==> config.mk <==
export PLATFORM = sky130hd
export DESIGN_NAME = sorted_total_insert_list_unit
export DESIGN_NICKNAME = d
export VERILOG_FILES = /design/src/sv/stil_pkg.sv /design/src/sv/stil_ram.sv /design/src/sv/stil_accum.sv /design/src/sv/stil_seq.sv /design/src/sv/sorted_total_insert_list_unit.sv
export SDC_FILE = /design/constraint.sdc
export NUM_CORES = 2
export LEC_CHECK = 0
export BUFFER_PORTS_ARGS = -buffer_cell sky130_fd_sc_hd__buf_2
export CORE_MARGIN = 8
export CORE_UTILIZATION = 50
export CTS_BUF_LIST = sky130_fd_sc_hd__clkbuf_8
export CTS_CLUSTER_SIZE = 14
export DETAILED_ROUTE_END_ITERATION = 8
export PLACE_DENSITY = 0.75
export SLEW_MARGIN = 40
export SYNTH_ARGS = -nofsm -noshare
export SYNTH_HDL_FRONTEND = slang
export SYNTH_SLANG_ARGS = --single-unit
==> constraint.sdc <==
create_clock -name aclk -period 13.1 [get_ports aclk]
set_input_delay 1.965 -clock aclk [delete_from_list [all_inputs] [get_ports aclk]]
set_output_delay 1.965 -clock aclk [all_outputs]
set_load 0.01 [all_outputs]
==> src/sv/stil_pkg.sv <==
// ----------------------------------------------------------------------------
// stil_pkg: shared types and constants of the sorted total insert list
// Entry layout, handshake field widths, result kinds and sequencer states.
// ----------------------------------------------------------------------------
package stil_pkg;

    localparam int DEPTH     = 16;
    localparam int MAX_ITEMS = 128;

    localparam int ADDR_W  = $clog2(DEPTH);
    localparam int PTR_W   = $clog2(DEPTH + 1);

    localparam int PRICE_W = 24;
    localparam int TAG_W   = 16;
    localparam int TOTAL_W = 32;
    localparam int COUNT_W = 8;
    localparam int RANK_W  = 5;
    localparam int KIND_W  = 2;

    localparam int S_TDATA_W = 40;
    localparam int M_TDATA_W = 64;

    localparam logic FUNC_ADD  = 1'b0;
    localparam logic FUNC_DUMP = 1'b1;

    localparam logic [KIND_W-1:0] KIND_ACK   = 2'd0;
    localparam logic [KIND_W-1:0] KIND_ENTRY = 2'd1;
    localparam logic [KIND_W-1:0] KIND_EMPTY = 2'd2;

    typedef struct packed {
        logic [TOTAL_W-1:0] total;
        logic [TAG_W-1:0]   tag;
        logic [COUNT_W-1:0] count;
    } entry_t;

    localparam int ENTRY_W = $bits(entry_t);

    typedef struct packed {
        logic [TOTAL_W-1:0] total;
        logic [COUNT_W-1:0] count;
    } acc_t;

    typedef struct packed {
        logic add;
        logic last;
    } acc_ctl_t;

    typedef enum logic [2:0] {
        ST_IDLE,
        ST_CMP,
        ST_WR,
        ST_DUMP,
        ST_EMPTY
    } state_t;

endpackage

==> src/sv/stil_ram.sv <==
// ----------------------------------------------------------------------------
// stil_ram: simple dual-port RAM
// One write port, one read port with registered data and a read enable.
// ----------------------------------------------------------------------------
module stil_ram #(
    parameter int  DEPTH = 16,
    parameter int  WIDTH = 8,
    localparam int AW    = $clog2(DEPTH)
) (
    input  logic             aclk,
    input  logic             wr_en,
    input  logic [AW-1:0]    wr_addr,
    input  logic [WIDTH-1:0] wr_data,
    input  logic             rd_en,
    input  logic [AW-1:0]    rd_addr,
    output logic [WIDTH-1:0] rd_data
);

    logic [WIDTH-1:0] mem [DEPTH];

    always_ff @(posedge aclk) begin
        if (wr_en) begin
            mem[wr_addr] <= wr_data;
        end
    end

    always_ff @(posedge aclk) begin
        if (rd_en) begin
            rd_data <= mem[rd_addr];
        end
    end

endmodule

==> src/sv/stil_accum.sv <==
// ----------------------------------------------------------------------------
// stil_accum: running record accumulator
// Saturating price sum and item count; presents the sum including the
// current beat and restarts at zero after a record's last item.
// ----------------------------------------------------------------------------
module stil_accum (
    input  logic                           aclk,
    input  logic                           aresetn,
    input  stil_pkg::acc_ctl_t             ctl,
    input  logic [stil_pkg::PRICE_W-1:0]   price,
    output stil_pkg::acc_t                 sum
);
    import stil_pkg::*;

    logic [TOTAL_W-1:0] total_reg, total_next;
    logic [COUNT_W-1:0] count_reg, count_next;
    logic [TOTAL_W:0]   wide_sum;

    always_comb begin
        wide_sum = {1'b0, total_reg} + (TOTAL_W + 1)'(price);
        sum.total = wide_sum[TOTAL_W] ? {TOTAL_W{1'b1}} : wide_sum[TOTAL_W-1:0];
        sum.count = (count_reg < COUNT_W'(MAX_ITEMS)) ? count_reg + COUNT_W'(1)
                                                      : count_reg;
    end

    always_comb begin
        total_next = total_reg;
        count_next = count_reg;
        if (ctl.add) begin
            if (ctl.last) begin
                total_next = '0;
                count_next = '0;
            end else begin
                total_next = sum.total;
                count_next = sum.count;
            end
        end
    end

    always_ff @(posedge aclk) begin
        if (!aresetn) begin
            total_reg <= '0;
            count_reg <= '0;
        end else begin
            total_reg <= total_next;
            count_reg <= count_next;
        end
    end

endmodule

==> src/sv/stil_seq.sv <==
// ----------------------------------------------------------------------------
// stil_seq: store sequencer
// Walks the sorted store for inserts and dumps and drives the result
// register.
// ----------------------------------------------------------------------------
module stil_seq (
    input  logic                          aclk,
    input  logic                          aresetn,
    input  logic                          s_tvalid,
    output logic                          s_tready,
    input  logic                          func,
    input  logic                          last_item,
    input  logic [stil_pkg::TAG_W-1:0]    order_tag,
    input  stil_pkg::acc_t                rec,
    output logic                          ram_wr_en,
    output logic [stil_pkg::ADDR_W-1:0]   ram_wr_addr,
    output stil_pkg::entry_t              ram_wr_data,
    output logic                          ram_rd_en,
    output logic [stil_pkg::ADDR_W-1:0]   ram_rd_addr,
    input  stil_pkg::entry_t              ram_rd_data,
    output logic                          m_tvalid,
    input  logic                          m_tready,
    output logic [stil_pkg::M_TDATA_W-1:0] m_tdata,
    output logic [stil_pkg::KIND_W-1:0]   m_tuser,
    output logic                          m_tlast
);
    import stil_pkg::*;

    state_t             state_reg, state_next;
    logic [PTR_W-1:0]   occ_reg, occ_next;
    logic [PTR_W-1:0]   j_reg, j_next;
    entry_t             rec_reg, rec_next;

    logic               out_valid_reg;
    logic [KIND_W-1:0]  out_kind_reg, out_kind_next;
    logic [RANK_W-1:0]  out_rank_reg, out_rank_next;
    entry_t             out_ent_reg, out_ent_next;
    logic               out_drop_reg, out_drop_next;
    logic               out_last_reg, out_last_next;
    logic               out_load;

    logic               accept;
    logic               slot_free;
    logic               full;
    logic               smaller;
    logic               at_top;
    logic               last_entry;

    assign slot_free  = !out_valid_reg || m_tready;
    assign full       = (occ_reg == PTR_W'(DEPTH));
    assign smaller    = (rec_reg.total < ram_rd_data.total);
    assign at_top     = (j_reg == PTR_W'(1));
    assign last_entry = ((j_reg + PTR_W'(1)) == occ_reg);
    assign s_tready   = (state_reg == ST_IDLE);
    assign accept     = s_tvalid && s_tready;

    always_comb begin
        state_next = state_reg;
        unique case (state_reg)
            ST_IDLE: begin
                if (accept) begin
                    if (func == FUNC_DUMP) begin
                        state_next = (occ_reg == '0) ? ST_EMPTY : ST_DUMP;
                    end else if (last_item) begin
                        state_next = (occ_reg == '0) ? ST_WR : ST_CMP;
                    end
                end
            end
            ST_CMP: begin
                if (smaller || at_top) begin
                    state_next = ST_WR;
                end
            end
            ST_WR: begin
                if (slot_free) begin
                    state_next = ST_IDLE;
                end
            end
            ST_DUMP: begin
                if (slot_free && last_entry) begin
                    state_next = ST_IDLE;
                end
            end
            ST_EMPTY: begin
                if (slot_free) begin
                    state_next = ST_IDLE;
                end
            end
            default: state_next = ST_IDLE;
        endcase
    end

    always_comb begin
        occ_next      = occ_reg;
        j_next        = j_reg;
        rec_next      = rec_reg;
        ram_wr_en     = 1'b0;
        ram_wr_addr   = j_reg[ADDR_W-1:0];
        ram_wr_data   = ram_rd_data;
        ram_rd_en     = 1'b0;
        ram_rd_addr   = '0;
        out_load      = 1'b0;
        out_kind_next = KIND_ACK;
        out_rank_next = RANK_W'(j_reg);
        out_ent_next  = rec_reg;
        out_drop_next = 1'b0;
        out_last_next = 1'b1;
        unique case (state_reg)
            ST_IDLE: begin
                if (accept) begin
                    if (func == FUNC_DUMP) begin
                        j_next    = '0;
                        ram_rd_en = (occ_reg != '0);
                    end else if (last_item) begin
                        rec_next.total = rec.total;
                        rec_next.tag   = order_tag;
                        rec_next.count = rec.count;
                        j_next         = occ_reg;
                        ram_rd_en      = (occ_reg != '0);
                        ram_rd_addr    = ADDR_W'(occ_reg - PTR_W'(1));
                    end
                end
            end
            ST_CMP: begin
                // shift the entry one slot down unless it falls off the end
                if (!smaller) begin
                    ram_wr_en = (j_reg < PTR_W'(DEPTH));
                    j_next    = j_reg - PTR_W'(1);
                    if (!at_top) begin
                        ram_rd_en   = 1'b1;
                        ram_rd_addr = ADDR_W'(j_reg - PTR_W'(2));
                    end
                end
            end
            ST_WR: begin
                if (slot_free) begin
                    ram_wr_en     = (j_reg < PTR_W'(DEPTH));
                    ram_wr_data   = rec_reg;
                    out_load      = 1'b1;
                    out_drop_next = full;
                    occ_next      = full ? occ_reg : occ_reg + PTR_W'(1);
                end
            end
            ST_DUMP: begin
                if (slot_free) begin
                    out_load      = 1'b1;
                    out_kind_next = KIND_ENTRY;
                    out_ent_next  = ram_rd_data;
                    out_last_next = last_entry;
                    if (!last_entry) begin
                        j_next      = j_reg + PTR_W'(1);
                        ram_rd_en   = 1'b1;
                        ram_rd_addr = ADDR_W'(j_reg + PTR_W'(1));
                    end
                end
            end
            ST_EMPTY: begin
                if (slot_free) begin
                    out_load      = 1'b1;
                    out_kind_next = KIND_EMPTY;
                    out_rank_next = '0;
                    out_ent_next  = '0;
                end
            end
            default: begin
            end
        endcase
    end

    always_ff @(posedge aclk) begin
        if (!aresetn) begin
            state_reg     <= ST_IDLE;
            occ_reg       <= '0;
            j_reg         <= '0;
            out_valid_reg <= 1'b0;
        end else begin
            state_reg <= state_next;
            occ_reg   <= occ_next;
            j_reg     <= j_next;
            if (out_load) begin
                out_valid_reg <= 1'b1;
            end else if (m_tready) begin
                out_valid_reg <= 1'b0;
            end
        end
    end

    always_ff @(posedge aclk) begin
        rec_reg <= rec_next;
        if (out_load) begin
            out_kind_reg <= out_kind_next;
            out_rank_reg <= out_rank_next;
            out_ent_reg  <= out_ent_next;
            out_drop_reg <= out_drop_next;
            out_last_reg <= out_last_next;
        end
    end

    assign m_tvalid = out_valid_reg;
    assign m_tuser  = out_kind_reg;
    assign m_tlast  = out_last_reg;
    assign m_tdata  = {2'b00, out_drop_reg, out_ent_reg.count, out_ent_reg.tag,
                       out_ent_reg.total, out_rank_reg};

endmodule

==> src/sv/sorted_total_insert_list_unit.sv <==
// ----------------------------------------------------------------------------
// sorted_total_insert_list_unit: sorted record store with price accumulation
// Sums price beats into records and keeps the records in a memory sorted by
// descending total; dumps the store on command.
// ----------------------------------------------------------------------------
// A price beat (s_tuser = 0) adds its price to the running record; the beat
// with s_tlast set closes the record and inserts it, ahead of any equal
// totals, into a 16-entry store sorted by descending total. A non-final
// price beat produces nothing. An insert walks the store upward from its
// bottom through a single-read-port memory, one entry per cycle. A record
// holds the input off while it walks the store and is written, and its
// acknowledge beat (kind 0) is presented once it is written. A full store
// drops its smallest entry and flags it. A dump beat (s_tuser = 1) holds
// the input off until the last stored entry is loaded for output, one
// memory read per result beat; the first entry is read as the dump is taken
// and then loaded into the result register. On an empty store a dump yields
// one marker beat (kind 2). A pending result that waits on m_tready holds
// the insert or dump back. The result register lets the last result wait on
// m_tready while the next beat is taken. Stored entries are only ever read
// below the fill count, so the memory needs no clearing after reset.
// ----------------------------------------------------------------------------
module sorted_total_insert_list_unit (
    input  logic                            aclk,
    input  logic                            aresetn,
    input  logic                            s_tvalid,
    output logic                            s_tready,
    // [23:0] price, [39:24] order_tag
    input  logic [stil_pkg::S_TDATA_W-1:0]  s_tdata,
    // [0] func
    input  logic [0:0]                      s_tuser,
    input  logic                            s_tlast,
    output logic                            m_tvalid,
    input  logic                            m_tready,
    // [4:0] rank, [36:5] order_total, [52:37] tag_out, [60:53] item_count,
    // [61] dropped, [63:62] zero
    output logic [stil_pkg::M_TDATA_W-1:0]  m_tdata,
    // [1:0] kind
    output logic [stil_pkg::KIND_W-1:0]     m_tuser,
    output logic                            m_tlast
);
    import stil_pkg::*;

    acc_ctl_t              acc_ctl;
    acc_t                  acc_sum;
    logic                  ram_wr_en;
    logic [ADDR_W-1:0]     ram_wr_addr;
    entry_t                ram_wr_data;
    logic                  ram_rd_en;
    logic [ADDR_W-1:0]     ram_rd_addr;
    logic [ENTRY_W-1:0]    ram_rd_bits;
    entry_t                ram_rd_data;

    // advance the running record only on accepted price beats
    assign acc_ctl.add  = s_tvalid && s_tready && (s_tuser[0] == FUNC_ADD);
    assign acc_ctl.last = s_tlast;
    assign ram_rd_data  = entry_t'(ram_rd_bits);

    stil_accum u_accum (
        .aclk    (aclk),
        .aresetn (aresetn),
        .ctl     (acc_ctl),
        .price   (s_tdata[PRICE_W-1:0]),
        .sum     (acc_sum)
    );

    stil_ram #(
        .DEPTH (DEPTH),
        .WIDTH (ENTRY_W)
    ) u_ram (
        .aclk    (aclk),
        .wr_en   (ram_wr_en),
        .wr_addr (ram_wr_addr),
        .wr_data (ram_wr_data),
        .rd_en   (ram_rd_en),
        .rd_addr (ram_rd_addr),
        .rd_data (ram_rd_bits)
    );

    stil_seq u_seq (
        .aclk        (aclk),
        .aresetn     (aresetn),
        .s_tvalid    (s_tvalid),
        .s_tready    (s_tready),
        .func        (s_tuser[0]),
        .last_item   (s_tlast),
        .order_tag   (s_tdata[PRICE_W +: TAG_W]),
        .rec         (acc_sum),
        .ram_wr_en   (ram_wr_en),
        .ram_wr_addr (ram_wr_addr),
        .ram_wr_data (ram_wr_data),
        .ram_rd_en   (ram_rd_en),
        .ram_rd_addr (ram_rd_addr),
        .ram_rd_data (ram_rd_data),
        .m_tvalid    (m_tvalid),
        .m_tready    (m_tready),
        .m_tdata     (m_tdata),
        .m_tuser     (m_tuser),
        .m_tlast     (m_tlast)
    );

endmodule

# == Word level (Yosys, flattened, before mapping) ==
# Memory sizes are Yosys's and may differ from the RTL's. A register that Yosys moved wholly into a read port is not among the register bits.
# Cells that the tools add are included.
# classes
n_addsub,7
order_cmp,3
n_eq_ne,15
muxes,55
bitwise_logic,2
n_reduce_logical,19
# ops
cell,count
2-to-1 mux 56 bit,4
one-hot mux 56 bit (2 select lines),1
2-to-1 mux 32 bit,2
2-to-1 mux 5 bit,8
adder 32 x 24 -> 33 bit,1
less-than comparator 32 bit,1
2-to-1 mux 4 bit,7
2-to-1 mux 3 bit,7
2-to-1 mux 1 bit,16
2-to-1 mux 8 bit,2
one-hot mux 5 bit (3 select lines),1
one-hot mux 3 bit (4 select lines),1
one-hot mux 4 bit (3 select lines),1
adder 5 x 1 -> 5 bit (second input constant),2
adder 8 x 1 -> 8 bit (second input constant),1
less-than comparator 8 bit (second input constant),1
!= test 2 x 1 -> 1 bit (second input constant),4
equality test 3 x 2 -> 1 bit (second input constant),2
!= test 2 bit (second input constant),3
AND reduction 6 bit,1
equality test 5 x 1 -> 1 bit (second input constant),1
equality test 5 bit,1
equality test 5 bit (second input constant),1
zero test 5 bit,1
other kinds (25),31
# totals
regBits,175
mem_bits_rw,896
elab_cells,118
n_memories,1
# memory_table
name,depth,word_bits,rd,rd_ports_with_merged_regs,write_ports,line,rtl
u_ram.mem,16,56,1,1,1,stil_ram.sv:19,logic [WIDTH-1:0] mem [DEPTH];

# == Logic depth before layout (Yosys ltp) ==
# depth
ltp_word,6
depth_mapped,14

# == Cells and area by module ==
# Synthesis repeated with hierarchy kept, for this count alone.
# hier_totals
cells_unflattened,2439
hier_area_um2,45476.1
# by_module_without_submodules
mod,n_inst,cells_per_inst,area_per_inst_um2
stil_ram,1,1445,35238.8
stil_seq,1,599,7005.5
stil_accum,1,394,3223.1
sorted_total_insert_list_unit,1,1,8.8

# == Least setup slack after synthesis ==
# OpenSTA, ideal clock, no wires.
# synth_path
path_kind,input to register
startpoint,in m_tready
endpoint,"mem u_ram.mem[11][0] (netlist bit), enable pin"
setup_time_ns,0.470
arrival_time_ns,5.197
required_time_ns,12.630
path_slack_ns,7.433
stages,7
path_buffers,0
path_cell_list,nand2b_1 > nand2_1 > nor2_1 > a31oi_1 > nor3_1 > nand2_1 > nor2_1
# synth_via
elab_chain_len,5
# synth_lines
element,line,rtl
start: declaration,sorted_total_insert_list_unit.sv:33,"input logic m_tready,"
logical OR 1 bit,stil_seq.sv:49,assign slot_free = !out_valid_reg || m_tready;
2-to-1 mux 1 bit,stil_seq.sv:136,if (slot_free) begin
one-hot mux 1 bit (2 select lines),stil_seq.sv:108,unique case (state_reg)
2-to-1 mux 1 bit,stil_ram.sv:22,if (wr_en) begin
2-to-1 mux 1 bit (not written as such),stil_ram.sv:23,mem[wr_addr] <= wr_data;
end: declaration,stil_ram.sv:19,
# No other way between the ends.

# == Final worst setup path ==
# layout_path
startpoint,in s_tuser
endpoint,reg u_ram.rd_data[20] (read register of u_ram.mem) (data pin)
# layout_via
elab_chain_len,3
elab_cells_between_ends,6
cone_classes,mux (6)
# layout_lines
element,line,rtl
start: declaration,sorted_total_insert_list_unit.sv:30,"input logic [0:0] s_tuser,"
2-to-1 mux 4 bit / 2-to-1 mux 1 bit (equally long branches),stil_seq.sv:111,if (func == FUNC_DUMP) begin
2-to-1 mux 4 bit / 2-to-1 mux 1 bit (equally long branches),stil_seq.sv:110,if (accept) begin
one-hot mux 4 bit (3 select lines) / one-hot mux 1 bit (3 select lines) (equally long branches),stil_seq.sv:108,
end: declaration,stil_ram.sv:16,output logic [WIDTH-1:0] rd_data
# Parallel ways exist; a longest one is shown, timed or not.
# A chain may end at the register's enable or synchronous reset.

==> out/metrics.csv <==
stage,metric,value,unit
run_status,status,finished clean,
die,fp.dieH,322,µm
sta,clock-skew-final,0.0316,ns
layout,top_register,u_ram.mem,
worst_hold_path,holdPathStages,2,
placed_design,port_buffers,112,
layout,nets,3304,
sta,setup_viol,0,
grt,grt_max_degree,113,
route,vias_per_cell,6.27,
critical_path,start_kind,input port,
grt,antenna_found_initial,0,
sta,rsz0062_at_grt,no,
sta,tns,0,ns
synthesis,syn_avg_cell_area,15.5,µm²
synthesis,synth-seq-cells,1127,
placed_design,gp_congestion,0.921,
clock_tree,path_clk_slew,0.06,ns
sta,relSlewSlack,40.4,%
sta,max_clock_freq,184,MHz
critical_path,slowest_stage,buf_4,
pwr,pwr_density_cell,152,nW/µm²
critical_path,cp.arrival,6.03,ns
clock_tree,htreeDepth,4,
layout,drive_gt1_share,23.9,%
layout,stdcell_area,52300,µm²
clock_tree,cts_tree,yes,
route,dr.pass1.iters,8,
clock_tree,cts_hold_buf,0,
worst_hold_path,hp-start,u_accum.total_reg[4],
route,drt_iter0_drc,3530,
placed_design,place_area,49200,µm²
route,drc_errors,0,
sta,finalHoldViolations,0,
synthesis,synthFlopType,edfxtp_1,
synthesis,synth_cell_types,74,
placed_design,hpwl,64500,µm
die,dieArea,104000,µm²
clock_tree,cts.path.max_buffers,3,
clock_tree,cts_sinks,1127,
route,avgRoutedWirePerCell,26.7,µm
sta,drv_slew,0,
synthesis,yosys_warnings,0,
route,routed_wl,122000,µm
critical_path,r2r_cells,12,
synthesis,synth_area,46800,µm²
critical_path,r2r_end,u_ram.rd_data[20],
clock_tree,cts_resized,0,
route,vias,28700,
layout,fillers,7184,
critical_path,crit_type,input port to flip-flop,
grt,gr-total-overflow,0,
layout,stdcell_count,4581,
layout,diodes,0,
critical_path,critPathMaxFanout,58,
grt,grt_pass1_vias,28600,
die,pin_count,115,
worst_hold_path,min_to,u_accum.total_reg[4],
layout,area_delta_synth_final,11.9,%
sta,period_needed,5.43,ns
synthesis,synth_edf_count,1073,
critical_path,max_stage_delay,0.80,ns
grt,grt_usage,23.0,%
sta,worstMarginPinSlew,0.894,ns
sta,hold_ws,0.462,ns
synthesis,synth_top_area_share,68.9,%
pwr,p_leak,17.9,nW
grt,grt_pass1_wl,179000,µm
critical_path,r2r-start,u_ram.rd_data[26],
sta,min_period_over_period,41.5,%
die,core_region_area,93000,µm²
synthesis,synth_top_area_cell,edfxtp_1,
die,initial_core_util,50.3,%
pwr,vdd_drop_max,0.000104,V
pwr,finalPower,7.96,mW
placed_design,placedCellCount,4273,
critical_path,critPathCaptureType,flip-flop,
die,core.rowCount,112,
clock_tree,clk_latency,0.84,ns
die,die_x,322,µm
clock_tree,post_cts_buffers,0,
worst_hold_path,holdCritPathClass,flip-flop to flip-flop,
clock_tree,cts_buffers,167,
critical_path,reg2reg_slack,7.86,ns
critical_path,path_buf_inv,5,
critical_path,cp_top_family,buffers and inverters,
synthesis,syn_inst,3014,
clock_tree,ctsRootBufferMaster,clkbuf_8,
job,maxCapViolations,0,
layout,largest_reg_flops,896,
route,ant_nets,0,
synthesis,synthArstFlopShare,0,%
synthesis,synth-seq-area-share,71.2,%
synthesis,synthTopCellsByArea,"edfxtp_1, mux2_2, a221o_1, dfxtp_1, o22ai_1",
critical_path,cp.required,13.70,ns
critical_path,path_cells,"buf_2, inv_1, and3_1, nand2_1, inv_2, buf_6, a2bb2oi_1, o31ai_2, or3_2, buf_4, o22ai_1, nor4_1",
kinds of logic after synthesis:
group / Yosys count / synth area share, %
AO/OA/AOI/OAI: 636 / 9.73
XOR/XNOR: 37 / 0.693
adder cells (fa/ha/maj): 69 / 1.86
buffers and inverters: 257 / 2.50
flip-flops: 1127 / 71.2
multiplexers: 339 / 8.16
other: 1 / 0.00802
AND/OR/NAND/NOR: 548 / 5.85
routing by layer:
| layer | GRT usage (%) | up-vias | wire, µm |
|---|---|---|---|
| met2 | 36.0 | 1617 | 56700 |
| li1 | - | 12400 | - |
| met4 | 10.3 | 0 | 5040 |
| met5 | 0 | - | 0 |
| met1 | 30.6 | 14400 | 48100 |
| met3 | 5.32 | 323 | 12300 |
where the power goes:
part           internal [mW]  total (mW)  switching (mW)
combinational          0.343        1.05           0.703
clock                   1.30        2.63            1.34
sequential              4.23        4.28          0.0495
cell usage in the layout, fill, tap and decap left out, drive strengths merged, types with 22 or more instances in the layout:
| master | count |
|---|---|
| o22ai | 170 |
| ha | 68 |
| clkinv | 52 |
| a22o | 57 |
| o21ai | 71 |
| nor2 | 83 |
| a21oi | 106 |
| nand2 | 181 |
| inv | 133 |
| edfxtp | 1073 |
| a22oi | 22 |
| dfxtp | 54 |
| nor4 | 60 |
| buf | 204 |
| and3 | 123 |
| a221o | 112 |
| mux2 | 338 |
| nand3 | 26 |
| clkbuf | 175 |
through the flow:
| step | utilization [%] | setup WS (ns) |
|---|---|---|
| 2_1_floorplan | - | 7.43 |
| 3_3_place_gp | 52.4 | 6.63 |
| 3_5_place_dp | 52.9 | 6.90 |
| 4_1_cts | 56.2 | 7.66 |
| 5_1_grt | 56.2 | 7.47 |
| 6_report | 56.2 | 7.67 |
cell type report:
cell class | count | area [µm²] | area share, %
sequential | 1127 | 33300 | 63.7
inverter | 57 | 214 | 0.409
clock buffer | 174 | 2390 | 4.58
tap | 1254 | 1570 | 3.00
timing repair buffer | 205 | 1570 | 3.01
multi-input combinational | 1631 | 12600 | 24.1
clock inverter | 133 | 668 | 1.28
synth_stat cells, types with 4 or more instances:
master	n
xor2_1	19
nor2b_1	6
nor4_1	60
nand2b_1	15
xnor2_1	18
buf_4	21
a21o_1	10
clkbuf_1	104
and3_1	123
a22oi_1	22
a211oi_1	7
o21a_1	10
or3_1	8
or2_2	5
nor3_1	18
a31oi_1	16
o21ai_0	69
a22o_1	57
mux2_2	337
and2_1	7
edfxtp_1	1073
o211ai_1	6
a21oi_1	106
o22ai_1	170
buf_6	6
a221o_1	112
inv_1	55
o31ai_1	8
buf_2	66
dfxtp_1	54
nor2_1	83
a32o_1	4
nand4_1	8
ha_1	68
nand2_1	181
nand3_1	26
worst max-delay path by stage:
stage,endpoint,cells past startpoint,startpoint,slack (ns)
finish,u_ram.rd_data[20],12,s_tuser,7.67
global route,u_ram.rd_data[20],12,s_tuser,7.47
CTS,u_ram.rd_data[20],12,u_ram.rd_data[26],7.66
detailed placement,u_ram.rd_data[20],12,s_tuser,6.90
global placement,u_ram.rd_data[14],13,s_tuser,6.63
floorplan,u_ram.mem[11][0],7,m_tready,7.43
worst min-delay path, delay by kind of cell, from the launching register on:
family	cells	cell delay, ns
AOI/OAI and AO/OA	1	0.05
and+or+nand+nor	1	0.05
DFF	1	0.31
(Power assumes the default switching activity.)
